[src/hw/rtl/cfc_pkg.sv]
// shared types and constants of the column fir filter
`timescale 1ns / 1ps

package cfc_pkg;

  // kind of an input transaction, carried on tuser
  localparam logic CMD_COEF   = 1'b0;
  localparam logic CMD_SAMPLE = 1'b1;

  // configuration register indexes
  localparam int CFG_AW = 2;
  localparam int CFG_DW = 5;
  localparam logic [CFG_AW-1:0] CFG_BEGIN = 2'd0;
  localparam logic [CFG_AW-1:0] CFG_END   = 2'd1;
  localparam logic [CFG_AW-1:0] CFG_DECIM = 2'd2;
  localparam logic [CFG_AW-1:0] CFG_PAD   = 2'd3;

  localparam int OFF_BITS  = 5;  // tap offset registers
  localparam int OFF_W     = 8;  // signed working width for tap offsets
  localparam int D_W       = 5;  // flush row offset
  localparam int STEP_W    = 4;  // decimation step
  localparam int IDX_BITS  = 5;  // coefficient slot field

  typedef enum logic [6:0] {
    ST_IDLE  = 7'b0000001,
    ST_DIV   = 7'b0000010,
    ST_ROW   = 7'b0000100,
    ST_TAP   = 7'b0001000,
    ST_DRAIN = 7'b0010000,
    ST_EMIT  = 7'b0100000,
    ST_NEXT  = 7'b1000000
  } state_t;

  typedef struct packed {
    logic shift;  // push a new sample into the window
    logic load;   // copy the window into the scan line
    logic adv;    // move the scan line one place towards the head
  } cell_ctrl_t;

endpackage

[src/hw/rtl/cfc_cell.sv]
// one cell of the sample window: a window stage and a scan stage
`timescale 1ns / 1ps

module cfc_cell #(
  parameter int SAMPLE_BITS = 16
) (
  input  logic                    clk,
  input  cfc_pkg::cell_ctrl_t     ctrl,
  input  logic [SAMPLE_BITS-1:0]  win_in,
  input  logic [SAMPLE_BITS-1:0]  scan_in,
  output logic [SAMPLE_BITS-1:0]  win_out,
  output logic [SAMPLE_BITS-1:0]  scan_out
);

  logic [SAMPLE_BITS-1:0] win;
  logic [SAMPLE_BITS-1:0] scan;

  always_ff @(posedge clk) begin
    if (ctrl.shift) begin
      win <= win_in;
    end
    if (ctrl.load) begin
      scan <= win;
    end else if (ctrl.adv) begin
      scan <= scan_in;
    end
  end

  assign win_out  = win;
  assign scan_out = scan;

endmodule

[src/hw/rtl/cfc_div.sv]
// restoring divider: row index by decimation step, one quotient bit a cycle
`timescale 1ns / 1ps

module cfc_div #(
  parameter int ROW_BITS = 12
) (
  input  logic                        clk,
  input  logic                        rst,
  input  logic                        start,
  input  logic [ROW_BITS-1:0]         dividend,
  input  logic [cfc_pkg::STEP_W-1:0]  divisor,
  output logic                        done,
  output logic [ROW_BITS-1:0]         quot,
  output logic [cfc_pkg::STEP_W-1:0]  rem
);

  localparam int CW = $clog2(ROW_BITS + 1);

  logic                        busy;
  logic [CW-1:0]               cnt;
  logic [cfc_pkg::STEP_W:0]    trial;
  logic                        fits;

  assign trial = {rem, quot[ROW_BITS-1]};
  assign fits  = trial >= {1'b0, divisor};

  always_ff @(posedge clk) begin
    if (rst) begin
      busy <= 1'b0;
      done <= 1'b0;
    end else begin
      done <= 1'b0;
      if (start) begin
        busy <= 1'b1;
      end else if (busy && cnt == CW'(1)) begin
        busy <= 1'b0;
        done <= 1'b1;
      end
    end
  end

  always_ff @(posedge clk) begin
    if (start) begin
      cnt  <= CW'(ROW_BITS);
      quot <= dividend;
      rem  <= '0;
    end else if (busy) begin
      cnt  <= cnt - CW'(1);
      quot <= {quot[ROW_BITS-2:0], fits};
      rem  <= fits ? cfc_pkg::STEP_W'(trial - {1'b0, divisor})
                   : trial[cfc_pkg::STEP_W-1:0];
    end
  end

endmodule

[src/hw/rtl/cfc_mac.sv]
// coefficient store and multiply-accumulate with rounding and clamping
`timescale 1ns / 1ps

module cfc_mac #(
  parameter int MAX_TAPS    = 31,
  parameter int SAMPLE_BITS = 16,
  parameter int COEF_BITS   = 18
) (
  input  logic                          clk,
  input  logic                          rst,
  input  logic                          coef_we,
  input  logic [$clog2(MAX_TAPS)-1:0]   coef_waddr,
  input  logic signed [COEF_BITS-1:0]   coef_wdata,
  input  logic                          tap_valid,
  input  logic [$clog2(MAX_TAPS)-1:0]   tap_addr,
  input  logic [SAMPLE_BITS-1:0]        tap_sample,
  input  logic                          acc_clr,
  output logic                          busy,
  output logic [SAMPLE_BITS-1:0]        res_val,
  output logic                          res_sat
);

  localparam int FRAC   = COEF_BITS - 2;
  localparam int PROD_W = SAMPLE_BITS + COEF_BITS + 1;
  localparam int ACC_W  = PROD_W + $clog2(MAX_TAPS) + 1;
  localparam logic [ACC_W:0] RND = (ACC_W + 1)'(1) << (FRAC - 1);

  logic signed [COEF_BITS-1:0] coef_mem [MAX_TAPS];
  logic signed [COEF_BITS-1:0] coef_q;
  logic [SAMPLE_BITS-1:0]      sample_q;
  logic signed [PROD_W-1:0]    prod;
  logic signed [ACC_W-1:0]     acc;
  logic                        va;
  logic                        vb;
  logic [ACC_W:0]              rnd;
  logic                        over;

  always_ff @(posedge clk) begin
    if (coef_we) begin
      coef_mem[coef_waddr] <= coef_wdata;
    end
    coef_q <= coef_mem[tap_addr];
  end

  always_ff @(posedge clk) begin
    if (rst) begin
      va <= 1'b0;
      vb <= 1'b0;
    end else begin
      va <= tap_valid;
      vb <= va;
    end
  end

  always_ff @(posedge clk) begin
    sample_q <= tap_sample;
    prod     <= PROD_W'(coef_q * $signed({1'b0, sample_q}));
    if (acc_clr) begin
      acc <= '0;
    end else if (vb) begin
      acc <= acc + ACC_W'(prod);
    end
  end

  assign busy = va | vb;

  // round half up, then clamp to the sample range
  assign rnd  = (ACC_W + 1)'(acc) + RND;
  assign over = |rnd[ACC_W-1:FRAC+SAMPLE_BITS];

  always_comb begin
    if (rnd[ACC_W]) begin
      res_val = '0;
      res_sat = 1'b1;
    end else if (over) begin
      res_val = '1;
      res_sat = 1'b1;
    end else begin
      res_val = rnd[FRAC+SAMPLE_BITS-1:FRAC];
      res_sat = 1'b0;
    end
  end

endmodule

[src/hw/rtl/column_fir_with_edge_padding_top.sv]
// top level: window cell chain, row sequencer, configuration and stream ports
`timescale 1ns / 1ps

// Column FIR filter with zero or edge-replicate padding. Coefficient transactions
// (tuser 0) are taken in the idle state. A sample transaction (tuser 1) enters the
// window, the restoring divider if the first candidate row is not negative, then the
// row and next states per candidate row, and for an emitted row the tap, drain and
// emit states (emit only, if the support is empty), the result waiting for m_tready.
// Taps go one a cycle through the single multiply-accumulate unit, fed by a scan line
// along the chain of window cells. A non-final sample has one candidate row; a tlast
// sample has 1 - b, b being filter_begin clamped to -HALF..0. Configuration writes
// must be made only while no transaction is in flight; the block does not enforce it.
module column_fir_with_edge_padding_top #(
  parameter int MAX_TAPS    = 31,
  parameter int SAMPLE_BITS = 16,
  parameter int COEF_BITS   = 18,
  parameter int MAX_ROWS    = 4096,
  localparam int ROW_BITS   = $clog2(MAX_ROWS),
  localparam int IN_W  = ((cfc_pkg::IDX_BITS + COEF_BITS + SAMPLE_BITS + 7) / 8) * 8,
  localparam int OUT_W = ((SAMPLE_BITS + ROW_BITS + 7) / 8) * 8
) (
  input  logic                        clk,
  input  logic                        rst,
  input  logic                        s_tvalid,
  output logic                        s_tready,
  input  logic [IN_W-1:0]             s_tdata,   // coef_index, coef_value, pixel
  input  logic                        s_tuser,   // command
  input  logic                        s_tlast,   // last_in_column
  output logic                        m_tvalid,
  input  logic                        m_tready,
  output logic [OUT_W-1:0]            m_tdata,   // filtered, out_row
  output logic                        m_tuser,   // saturated
  output logic                        m_tlast,   // last_of_run
  input  logic                        cfg_wr_en,
  input  logic [cfc_pkg::CFG_AW-1:0]  cfg_addr,
  input  logic [cfc_pkg::CFG_DW-1:0]  cfg_wdata
);

  localparam int TAP_AW = $clog2(MAX_TAPS);
  localparam int CNT_W  = $clog2(MAX_TAPS + 1);
  localparam int Y_W    = ROW_BITS + 2;
  localparam int HALF   = (MAX_TAPS - 1) / 2;
  localparam int VAL_LO = cfc_pkg::IDX_BITS;
  localparam int PIX_LO = cfc_pkg::IDX_BITS + COEF_BITS;
  localparam logic signed [cfc_pkg::OFF_W-1:0] NEG_HALF = cfc_pkg::OFF_W'(-HALF);
  localparam logic signed [cfc_pkg::OFF_W-1:0] SPAN     = cfc_pkg::OFF_W'(MAX_TAPS - 1);

  // configuration registers
  logic signed [cfc_pkg::OFF_BITS-1:0] cfg_begin;
  logic signed [cfc_pkg::OFF_BITS-1:0] cfg_end;
  logic [cfc_pkg::STEP_W-1:0]          cfg_decim;
  logic                                cfg_pad;

  always_ff @(posedge clk) begin
    if (rst) begin
      cfg_begin <= '0;
      cfg_end   <= '0;
      cfg_decim <= cfc_pkg::STEP_W'(1);
      cfg_pad   <= 1'b1;
    end else if (cfg_wr_en) begin
      unique case (cfg_addr)
        cfc_pkg::CFG_BEGIN: cfg_begin <= cfg_wdata[cfc_pkg::OFF_BITS-1:0];
        cfc_pkg::CFG_END:   cfg_end   <= cfg_wdata[cfc_pkg::OFF_BITS-1:0];
        cfc_pkg::CFG_DECIM: cfg_decim <= cfg_wdata[cfc_pkg::STEP_W-1:0];
        cfc_pkg::CFG_PAD:   cfg_pad   <= cfg_wdata[0];
        default: ;
      endcase
    end
  end

  cfc_pkg::state_t state;

  logic                         s_acc;
  logic                         smp_acc;
  logic [cfc_pkg::IDX_BITS-1:0] in_idx;
  logic [SAMPLE_BITS-1:0]       in_pix;

  assign s_tready = state == cfc_pkg::ST_IDLE;
  assign s_acc    = s_tvalid && s_tready;
  assign smp_acc  = s_acc && s_tuser == cfc_pkg::CMD_SAMPLE;
  assign in_idx   = s_tdata[cfc_pkg::IDX_BITS-1:0];
  assign in_pix   = s_tdata[PIX_LO +: SAMPLE_BITS];

  // per-transaction settings derived from the registers
  logic signed [cfc_pkg::OFF_W-1:0] b_raw, b_eff, e_raw, e_lim, e_eff;
  logic [cfc_pkg::STEP_W-1:0]       step_eff;
  logic signed [Y_W-1:0]            y0;

  always_comb begin
    b_raw = cfc_pkg::OFF_W'(cfg_begin);
    if (b_raw > 0) begin
      b_eff = '0;
    end else if (b_raw < NEG_HALF) begin
      b_eff = NEG_HALF;
    end else begin
      b_eff = b_raw;
    end
    e_raw = cfc_pkg::OFF_W'(cfg_end);
    e_lim = b_eff + SPAN;
    e_eff = (e_raw > e_lim) ? e_lim : e_raw;
    step_eff = (cfg_decim == '0) ? cfc_pkg::STEP_W'(1) : cfg_decim;
  end

  // sequencer registers
  logic [ROW_BITS-1:0]        row_counter;
  logic [CNT_W-1:0]           fill;
  logic [SAMPLE_BITS-1:0]     top_sample;
  logic signed [Y_W-1:0]      ycur;
  logic [cfc_pkg::D_W-1:0]    d, dmax, lead;
  logic [cfc_pkg::STEP_W-1:0] step_q, rem;
  logic [ROW_BITS-1:0]        q_row;
  logic [CNT_W-1:0]           n_q, t, idx, fill_q;
  logic                       empty_q, pad_q;

  assign y0 = Y_W'($signed({1'b0, row_counter})) + Y_W'(b_eff);

  // divider
  logic                        div_start, div_done;
  logic [ROW_BITS-1:0]         div_quot;
  logic [cfc_pkg::STEP_W-1:0]  div_rem;

  assign div_start = smp_acc && !y0[Y_W-1];

  cfc_div #(.ROW_BITS(ROW_BITS)) u_div (
    .clk      (clk),
    .rst      (rst),
    .start    (div_start),
    .dividend (y0[ROW_BITS-1:0]),
    .divisor  (step_eff),
    .done     (div_done),
    .quot     (div_quot),
    .rem      (div_rem)
  );

  // window cell chain
  cfc_pkg::cell_ctrl_t    ctrl;
  logic [SAMPLE_BITS-1:0] win_link  [MAX_TAPS+1];
  logic [SAMPLE_BITS-1:0] scan_link [MAX_TAPS+1];
  logic                   emit_row;

  assign emit_row   = !ycur[Y_W-1] && rem == '0;
  assign ctrl.shift = smp_acc;
  assign ctrl.load  = state == cfc_pkg::ST_ROW && emit_row && !empty_q;
  assign ctrl.adv   = state == cfc_pkg::ST_TAP && lead == '0;

  assign win_link[0]         = in_pix;
  assign scan_link[MAX_TAPS] = '0;

  for (genvar g = 0; g < MAX_TAPS; g++) begin : g_cell
    cfc_cell #(.SAMPLE_BITS(SAMPLE_BITS)) u_cell (
      .clk      (clk),
      .ctrl     (ctrl),
      .win_in   (win_link[g]),
      .scan_in  (scan_link[g+1]),
      .win_out  (win_link[g+1]),
      .scan_out (scan_link[g])
    );
  end

  // tap sample: leading rows past the bottom, window, or rows above the top
  logic [SAMPLE_BITS-1:0] tap_sample;

  always_comb begin
    if (lead != '0) begin
      tap_sample = pad_q ? win_link[1] : '0;
    end else if (idx < fill_q) begin
      tap_sample = scan_link[0];
    end else begin
      tap_sample = pad_q ? top_sample : '0;
    end
  end

  logic                   mac_busy, res_sat;
  logic [SAMPLE_BITS-1:0] res_val;

  cfc_mac #(
    .MAX_TAPS    (MAX_TAPS),
    .SAMPLE_BITS (SAMPLE_BITS),
    .COEF_BITS   (COEF_BITS)
  ) u_mac (
    .clk        (clk),
    .rst        (rst),
    .coef_we    (s_acc && s_tuser == cfc_pkg::CMD_COEF && 32'(in_idx) < MAX_TAPS),
    .coef_waddr (TAP_AW'(in_idx)),
    .coef_wdata (s_tdata[VAL_LO +: COEF_BITS]),
    .tap_valid  (state == cfc_pkg::ST_TAP),
    .tap_addr   (TAP_AW'(t)),
    .tap_sample (tap_sample),
    .acc_clr    (ctrl.load),
    .busy       (mac_busy),
    .res_val    (res_val),
    .res_sat    (res_sat)
  );

  // output register
  logic                   can_load;
  logic [SAMPLE_BITS-1:0] out_val;
  logic [ROW_BITS-1:0]    out_row;
  logic                   out_sat, out_last;

  assign can_load = !m_tvalid || m_tready;
  assign m_tdata  = OUT_W'({out_row, out_val});
  assign m_tuser  = out_sat;
  assign m_tlast  = out_last;

  always_ff @(posedge clk) begin
    if (rst) begin
      m_tvalid <= 1'b0;
    end else if (state == cfc_pkg::ST_EMIT && can_load) begin
      m_tvalid <= 1'b1;
    end else if (m_tready) begin
      m_tvalid <= 1'b0;
    end
  end

  always_ff @(posedge clk) begin
    if (state == cfc_pkg::ST_EMIT && can_load) begin
      out_val  <= empty_q ? '0 : res_val;
      out_sat  <= empty_q ? 1'b0 : res_sat;
      out_row  <= q_row;
      // no later row in this run is a multiple of the step
      out_last <= (dmax - d) < {1'b0, step_q};
    end
  end

  // column state
  always_ff @(posedge clk) begin
    if (rst) begin
      row_counter <= '0;
      fill        <= '0;
      top_sample  <= '0;
    end else if (smp_acc) begin
      if (fill == '0) begin
        top_sample <= in_pix;
      end
      if (s_tlast) begin
        row_counter <= '0;
        fill        <= '0;
      end else begin
        row_counter <= row_counter + ROW_BITS'(1);
        fill        <= (fill == CNT_W'(MAX_TAPS)) ? fill : fill + CNT_W'(1);
      end
    end
  end

  always_ff @(posedge clk) begin
    if (rst) begin
      state <= cfc_pkg::ST_IDLE;
    end else begin
      unique case (state)
        cfc_pkg::ST_IDLE: begin
          if (smp_acc) begin
            state <= y0[Y_W-1] ? cfc_pkg::ST_ROW : cfc_pkg::ST_DIV;
          end
        end
        cfc_pkg::ST_DIV: begin
          if (div_done) begin
            state <= cfc_pkg::ST_ROW;
          end
        end
        cfc_pkg::ST_ROW: begin
          if (!emit_row) begin
            state <= cfc_pkg::ST_NEXT;
          end else if (empty_q) begin
            state <= cfc_pkg::ST_EMIT;
          end else begin
            state <= cfc_pkg::ST_TAP;
          end
        end
        cfc_pkg::ST_TAP: begin
          if (t == n_q - CNT_W'(1)) begin
            state <= cfc_pkg::ST_DRAIN;
          end
        end
        cfc_pkg::ST_DRAIN: begin
          if (!mac_busy) begin
            state <= cfc_pkg::ST_EMIT;
          end
        end
        cfc_pkg::ST_EMIT: begin
          if (can_load) begin
            state <= cfc_pkg::ST_NEXT;
          end
        end
        cfc_pkg::ST_NEXT: begin
          state <= (d == dmax) ? cfc_pkg::ST_IDLE : cfc_pkg::ST_ROW;
        end
        default: state <= cfc_pkg::ST_IDLE;
      endcase
    end
  end

  always_ff @(posedge clk) begin
    unique case (state)
      cfc_pkg::ST_IDLE: begin
        if (smp_acc) begin
          ycur    <= y0;
          d       <= '0;
          dmax    <= s_tlast ? cfc_pkg::D_W'(-b_eff) : '0;
          step_q  <= step_eff;
          empty_q <= e_eff < b_eff;
          n_q     <= CNT_W'(e_eff - b_eff + cfc_pkg::OFF_W'(1));
          pad_q   <= cfg_pad;
          fill_q  <= (fill == CNT_W'(MAX_TAPS)) ? fill : fill + CNT_W'(1);
          q_row   <= '0;
          rem     <= '0;
        end
      end
      cfc_pkg::ST_DIV: begin
        if (div_done) begin
          q_row <= div_quot;
          rem   <= div_rem;
        end
      end
      cfc_pkg::ST_ROW: begin
        t    <= '0;
        idx  <= '0;
        lead <= d;
      end
      cfc_pkg::ST_TAP: begin
        t <= t + CNT_W'(1);
        if (lead != '0) begin
          lead <= lead - cfc_pkg::D_W'(1);
        end else begin
          idx <= idx + CNT_W'(1);
        end
      end
      cfc_pkg::ST_NEXT: begin
        d    <= d + cfc_pkg::D_W'(1);
        ycur <= ycur + Y_W'(1);
        if (!ycur[Y_W-1]) begin
          if (rem == step_q - cfc_pkg::STEP_W'(1)) begin
            rem   <= '0;
            q_row <= q_row + ROW_BITS'(1);
          end else begin
            rem <= rem + cfc_pkg::STEP_W'(1);
          end
        end
      end
      default: ;
    endcase
  end

`ifndef SYNTHESIS
  a_emit_loads: assert property (@(posedge clk) disable iff (rst)
    (state == cfc_pkg::ST_EMIT && can_load) |=> m_tvalid)
    else $error("result not presented after emit");

  a_lead_no_scan: assert property (@(posedge clk) disable iff (rst)
    (state == cfc_pkg::ST_TAP && lead != '0) |-> (idx == '0))
    else $error("scan line moved during bottom padding");

  a_div_in_div: assert property (@(posedge clk) disable iff (rst)
    div_done |-> (state == cfc_pkg::ST_DIV))
    else $error("divider finished outside its state");

  a_rem_range: assert property (@(posedge clk) disable iff (rst)
    (state == cfc_pkg::ST_ROW) |-> (rem < step_q))
    else $error("row residue out of range");
`endif

endmodule

[config.mk]
export PLATFORM = sky130hd
export DESIGN_NAME = column_fir_with_edge_padding_top
export DESIGN_NICKNAME = d
export VERILOG_FILES = /design/src/hw/rtl/cfc_pkg.sv /design/src/hw/rtl/cfc_cell.sv /design/src/hw/rtl/cfc_div.sv /design/src/hw/rtl/cfc_mac.sv /design/src/hw/rtl/column_fir_with_edge_padding_top.sv
export SDC_FILE = /design/constraint.sdc
export NUM_CORES = 2
export LEC_CHECK = 0
export ABC_AREA = 1
export BUFFER_PORTS_ARGS = -buffer_cell sky130_fd_sc_hd__buf_2
export CORE_ASPECT_RATIO = 1.2
export CORE_MARGIN = 10
export CORE_UTILIZATION = 44
export CTS_CLUSTER_SIZE = 24
export DETAILED_ROUTE_END_ITERATION = 8
export PLACE_DENSITY = 0.59
export SKIP_CTS_REPAIR_TIMING = 1
export SYNTH_ARGS = -nofsm -noshare
export SYNTH_HDL_FRONTEND = slang
export SYNTH_SLANG_ARGS = --single-unit
export TNS_END_PERCENT = 10
[constraint.sdc]
create_clock -name clk -period 37.9 [get_ports clk]
set_clock_uncertainty 0.05 [all_clocks]
set_input_delay 1.895 -clock clk [delete_from_list [all_inputs] [get_ports clk]]
set_output_delay 1.895 -clock clk [all_outputs]
set_load 0.05 [all_outputs]
==> Word-level counts from Yosys, hierarchy flattened <==
Memories as Yosys holds them, arrays and structs flattened. A register that Yosys moved wholly into a read port is not among the register bits.
Index checks and enable logic that the tools add are counted.
{ "classes": {"add_sub_neg": 21, "multipliers": 1, "mux": 115, "reduce_logical": 44, "bitwise_logic": 2, "magnitude_cmp": 8, "n_eq_ne": 24} }
{ "ops": {"columns": ["operator", "n"], "rows": [
  ["2-to-1 mux 16 bit", 67],
  ["2-to-1 mux 12 bit", 7],
  ["one-hot mux 7 bit (7 select lines)", 1],
  ["adder 41 x 17 -> 42 bit (second input constant)", 1],
  ["2-to-1 mux 7 bit", 6],
  ["adder 41 x 35 -> 41 bit", 1],
  ["one-hot mux 5 bit (2 select lines)", 4],
  ["one-hot mux 12 bit (3 select lines)", 1],
  ["multiplier 18 x 17 -> 35 bit", 1],
  ["one-hot mux 14 bit (2 select lines)", 1],
  ["2-to-1 mux 5 bit", 5],
  ["adder 12 x 1 -> 12 bit (second input constant)", 2],
  ["2-to-1 mux 4 bit", 6],
  ["2-to-1 mux 8 bit", 3],
  ["adder 5 x 1 -> 5 bit (second input constant)", 4],
  ["AND reduction 2 bit", 9],
  ["adder 13 x 8 -> 14 bit", 1],
  ["adder 14 x 2 -> 14 bit (second input constant)", 1],
  ["2-to-1 mux 14 bit", 1],
  ["!= test 2 bit (second input constant)", 7],
  ["one-hot mux 4 bit (3 select lines)", 1],
  ["nonzero test 2 bit", 6],
  ["logical AND 1 bit", 11],
  ["equality test 5 bit", 2],
  ["44 further kinds", 66]
]} }
{ "totals": {"out_inout_bits": 36, "ramBits": 558, "reg_bits": 1265, "wordCells": 314, "n_memories": 1, "in_bits": 54} }
{ "mem_list": {"columns": ["memory", "depth", "word_bits", "read_ports", "rd_clocked_by_memory_dff", "write_ports", "line_no", "text"], "rows": [
  ["u_mac.coef_mem", 31, 18, 1, 1, 1, "cfc_mac.sv:28", "logic signed [COEF_BITS-1:0] coef_mem [MAX_TAPS];"]
]} }

==> Longest topological paths before layout <==
{ "logic_depth": {"ltp_word": 8, "depth_mapped": 27, "mapped_depth_nobuf": 25} }

==> By module <==
From an unflattened synthesis, not the netlist that was laid out.
{ "hier_totals": {"hier_cells": 8123, "hier_area_um2": 88363.5} }
{ "by_module_without_submodules": {"columns": ["module", "n_inst", "seq_area_each_um2", "cells_each", "area_per_inst_um2"], "rows": [
  ["cfc_mac", 1, 18998.2, 4237, 40363.7],
  ["cfc_cell", 31, 960.9, 85, 1211.2],
  ["column_fir_with_edge_padding_top", 1, 4154.0, 1117, 9336.5],
  ["cfc_div", 1, 560.5, 134, 1117.3]
]} }

==> Least setup slack after synthesis <==
No wires, ideal clock.
{ "synth_path": {"path_kind": "reg2reg", "from": "reg rem[0] (netlist bit)", "to": "reg g_cell[0].u_cell.scan[0], enable pin", "setup_slack_ns": 24.820, "arrival_ns": 9.470, "synth_period_minus_slack_ns": 13.080, "required_ns": 34.290, "stages_incl_launch_ff": 9, "setup_time_ns": 3.560, "n_path_buf": 2, "path_cell_list": "edfxtp_1 -> inv_1 -> ha_1 -> nand3_1 -> nor2_1 -> nand2_1 -> buf_2 -> buf_1 -> nand2_1"} }
{ "synth_via": {"elab_chain_cells": 5} }
{ "synth_lines": {"columns": ["item", "line_no", "text"], "rows": [
  ["start, declared", "column_fir_with_edge_padding_top.sv:110", "logic [cfc_pkg::STEP_W-1:0] step_q, rem;"],
  ["start signal, assigned", "column_fir_with_edge_padding_top.sv:312", "rem <= div_rem;"],
  ["start signal, assigned", "column_fir_with_edge_padding_top.sv:336", "rem <= rem + cfc_pkg::STEP_W'(1);"],
  ["zero test 4 bit", "column_fir_with_edge_padding_top.sv:141", "assign emit_row = !ycur[Y_W-1] && rem == '0;"],
  ["logical AND 1 bit", "column_fir_with_edge_padding_top.sv:141", null],
  ["logical AND 1 bit (2 in series)", "column_fir_with_edge_padding_top.sv:143", "assign ctrl.load = state == cfc_pkg::ST_ROW && emit_row && !empty_q;"],
  ["nonzero test 2 bit (no line)", null, null],
  ["end signal, assigned", "cfc_cell.sv:23", "scan <= win;"],
  ["end signal, assigned", "cfc_cell.sv:25", "scan <= scan_in;"],
  ["end, declared", "cfc_cell.sv:16", "logic [SAMPLE_BITS-1:0] scan;"]
]} }
Every way passes these cells.
A chain may end at the register's enable or synchronous reset.

==> Worst setup path in the final report <==
{ "layout_path": {"from": "reg u_mac.coef_q[7], read port of u_mac.coef_mem", "to": "reg u_mac.prod[26]"} }
{ "layout_via": {"elab_chain_cells": 1} }
{ "layout_lines": {"columns": ["item", "line_no", "text"], "rows": [
  ["start, declared", "cfc_mac.sv:29", "logic signed [COEF_BITS-1:0] coef_q;"],
  ["multiplier 18 x 17 -> 35 bit", "cfc_mac.sv:57", "prod <= PROD_W'(coef_q * $signed({1'b0, sample_q}));"],
  ["end signal, assigned", "cfc_mac.sv:57", null],
  ["end, declared", "cfc_mac.sv:31", "logic signed [PROD_W-1:0] prod;"]
]} }
Every way passes these cells.

==> flow_metrics.tcl <==
set metrics [dict create \
    status "completed" \
    coreArea_mm2 0.196 \
    final_nets 8555 \
    arrival_ns 7.12 \
    fillers 17657 \
    cp_slowest_stage_delay_ns 0.89 \
    yosysMostFrequentCell "nand2_1" \
    fin_setup_tns_ns 0 \
    power.total_w 0.00676 \
    route.vias.total 54427 \
    min_period_ns 6.51 \
    cts_max_level 4 \
    wl_per_cell_um 17.3 \
    rsz0062_at_grt "false" \
    start_kind "flop" \
    yosys-top-cells-count "2395 x nand2_1, 1663 x edfxtp_1, 946 x inv_1" \
    cp_cell_sequence "nand2_1 > fa_1 > inv_1 > fa_1 > inv_1 > fa_1 > inv_1 > fa_1 > fa_1 > inv_1 > fa_1 > inv_1 > ha_1 > nand2_1 > nor2_1 > nand4_1 > o21ai_0 > a21o_1 > nand2_1 > nand3_1 > nand2_1" \
    dp_slack_ns 31.43 \
    antenna_left 0 \
    cpLargestDelayFamily "adder cells" \
    synth_area_leader_cell "edfxtp_1" \
    clock.fmax_mhz 154 \
    synth.area.top_cells "edfxtp_1 58%, nand2_1 10%, fa_1 6.9%" \
    io_pins 90 \
    grt_max_degree 189 \
    grt_overflow_total 0 \
    path_buf_inv 5 \
    yosys_warnings 0 \
    first_global_vias 55763 \
    critPathKind "flop to flop" \
    synth_edf_count 1663 \
    period_share_pct 17.2 \
    num_rows 178 \
    hold_depth 2 \
    yosysSeqAreaShare_pct 62.0 \
    io_buffers 84 \
    grtUsageTotal_pct 17.2 \
    dr.first_iter.drc_count 3758 \
    path_max_fanout 16 \
    yosysUniqueCellTypes 57 \
    leakage_nw 38.7 \
    gp_congestion 0.922 \
    clk_latency_ns 0.82 \
    ys.flop_type "edfxtp_1" \
    ff2ff_path_depth 21 \
    r2r_start "u_mac.coef_q[7]$_DFF_P_" \
    drc 0 \
    syn_area_mm2 0.0863 \
    grt_first_pass_wirelength_mm 302 \
    endpoint_kind "flop" \
    rrSetupSlack_ns 31.39 \
    setup_viol 0 \
    cts_buffer_depth 3 \
    drv_slew 0 \
    p_per_area_mw_per_mm2 70.9 \
    max_cap_viol_count 0 \
    finalWorstSetupSlack_ns 31.39 \
    rr_endpoint "u_mac.prod[26]$_DFF_P_" \
    wl_met1_mm 81.2 \
    cts-root-buf "clkbuf_16" \
    timing_hold_violations_final 0 \
    worst_pin_slew_ns 1.22 \
    crit_required_ns 38.50 \
    synth_top_area_share_pct 57.9 \
    crit_slowest_cell "dfxtp_1" \
    route.met3.wl_mm 7.59 \
    layout-drive-gt1-share_pct 5.79 \
    hp-class "flop to flop" \
    slew_headroom_pct 18.9 \
    routed_via_density 5.05 \
    min_to "u_mac.vb$_SDFF_PP0_" \
    cts_tree "done" \
    ys_seq_elements 1841 \
    area_delta_synth_final_pct 10.4 \
    cts_sinks 1841 \
    fin_util_pct 48.8 \
    wl_met2_mm 91.9 \
    antenna_found_initial 15 \
    wl_mm 187 \
    ir_drop_mv 0.0752 \
    crit_top_cell "fa_1" \
    die_h_um 505 \
    top_layer_used "met5" \
    fp.dieArea_mm2 0.214 \
    cts_made_buffers 181 \
    async_reset_ff_share_pct 0 \
    drtPass1Iterations 5 \
    hpwlAfterDp_mm 117 \
    synthCells 8002 \
    fp.dieW_um 424 \
    worstHoldStart "u_mac.va$_SDFF_PP0_" \
    cts.clk_slew.worst_paths_ns 0.06 \
    syn_area_per_cell_um2 10.8 \
    start_util_pct 44.1 \
]
[metal layers]
metal  GRT usage [%]  vias up
met5               0        -
met4            5.94       12
met3            2.53      338
met2            29.8      994
met1            22.1    26657
li1                -    26426
[area by class of cell]
cell class                 count  area (µm²)  share of cell area (%)
clock inverter               108        1150                    1.21
antenna                        8        20.0                  0.0210
clock buffer                 227        4900                    5.14
tap                         2610        3270                    3.43
multi-input combinational   4871       27900                    29.2
inverter                     957        3600                    3.78
timing repair buffer         154        1020                    1.07
sequential                  1841       53500                    56.1
[layout by cell type, fill, tap and decap left out, drive strengths merged, types with 4 or more instances in the layout]
master,instances
or2,4
nor3,44
clkinv,81
a21oi,205
nand3,201
a31oi,24
ha,196
nor4,7
diode,8
clkbuf,227
xor2,86
o21bai,16
o211ai,61
a21o,10
buf,154
inv,963
o221ai,35
fa,299
dfxtp,178
clkinvlp,5
conb,7
nor2,603
o22ai,79
bufinv,16
o21ai,470
xnor2,34
edfxtp,1663
nand4,53
nand2,2400
o21a,12
[power by group]
part	internal [W]	switching, W	total (W)
Combinational	0.000847	0.00157	0.00242
Sequential	0.00244	0.0000930	0.00253
Clock	0.00103	0.000780	0.00181
Total	0.00432	0.00244	0.00676
[cells by family (layout without fill, tap and decap cells)]
kind of cell,Yosys count,count (layout),share of synthesized area [%]
AND/OR/NAND/NOR,3320,3320,15.1
flip-flops,1841,1841,62.0
buffers and inverters,1295,1446,5.80
AO/OA/AOI/OAI,929,929,6.06
adder cells (fa/ha/maj),495,495,9.78
XOR/XNOR,120,120,1.22
other,2,15,0.00870
[stage by stage]
step / hold slack (ns) / area, µm² / cells
final: 0.364 / 95300 / 10776
after global routing: 0.376 / 95300 / 10771
after CTS: 0.370 / 95300 / 10768
after detailed placement: 0.361 / 89300 / 10433
after global placement: 0.350 / 89300 / 10433
after floorplan: 0.349 / 86300 / 8007
[how the worst max path moves through the flow]
| stage | slack (ns) | end | depth (start not counted) | start |
|---|---|---|---|---|
| 6_report | 31.39 | u_mac.prod[26]$_DFF_P_ | 21 | u_mac.coef_q[7]$_DFF_P_ |
| 5_1_grt | 31.11 | u_mac.prod[33]$_DFF_P_ | 18 | u_mac.coef_q[17]$_DFF_P_ |
| 4_1_cts | 31.40 | u_mac.prod[22]$_DFF_P_ | 19 | u_mac.coef_q[7]$_DFF_P_ |
| 3_5_place_dp | 31.43 | u_mac.prod[22]$_DFF_P_ | 19 | u_mac.coef_q[7]$_DFF_P_ |
| 3_3_place_gp | 31.46 | u_mac.prod[26]$_DFF_P_ | 21 | u_mac.coef_q[7]$_DFF_P_ |
| 2_1_floorplan | 24.82 | g_cell[0].u_cell.scan_out[0]$_DFFE_PP_ | 8 | rem[0]$_DFFE_PP_ |
[registers in the layout, summed over array words and instances, names as in the netlist, 16 cells and up]
name	count
u_mac.coef_mem	558
u_mac.prod	35
g_cell.u_cell.win_out	496
u_mac.sample_q	16
u_mac.coef_q	18
top_sample	16
u_mac.acc	41
out_val	16
g_cell.u_cell.scan_out	496
[worst min-delay path, delay by kind of cell, from the launching register on]
family | cells | cell delay (ns)
buffers and inverters | 1 | 0.05
flip-flops | 1 | 0.31
AND/OR/NAND/NOR | 1 | 0.03
No activity file was read; power rests on OpenSTA's default activity.
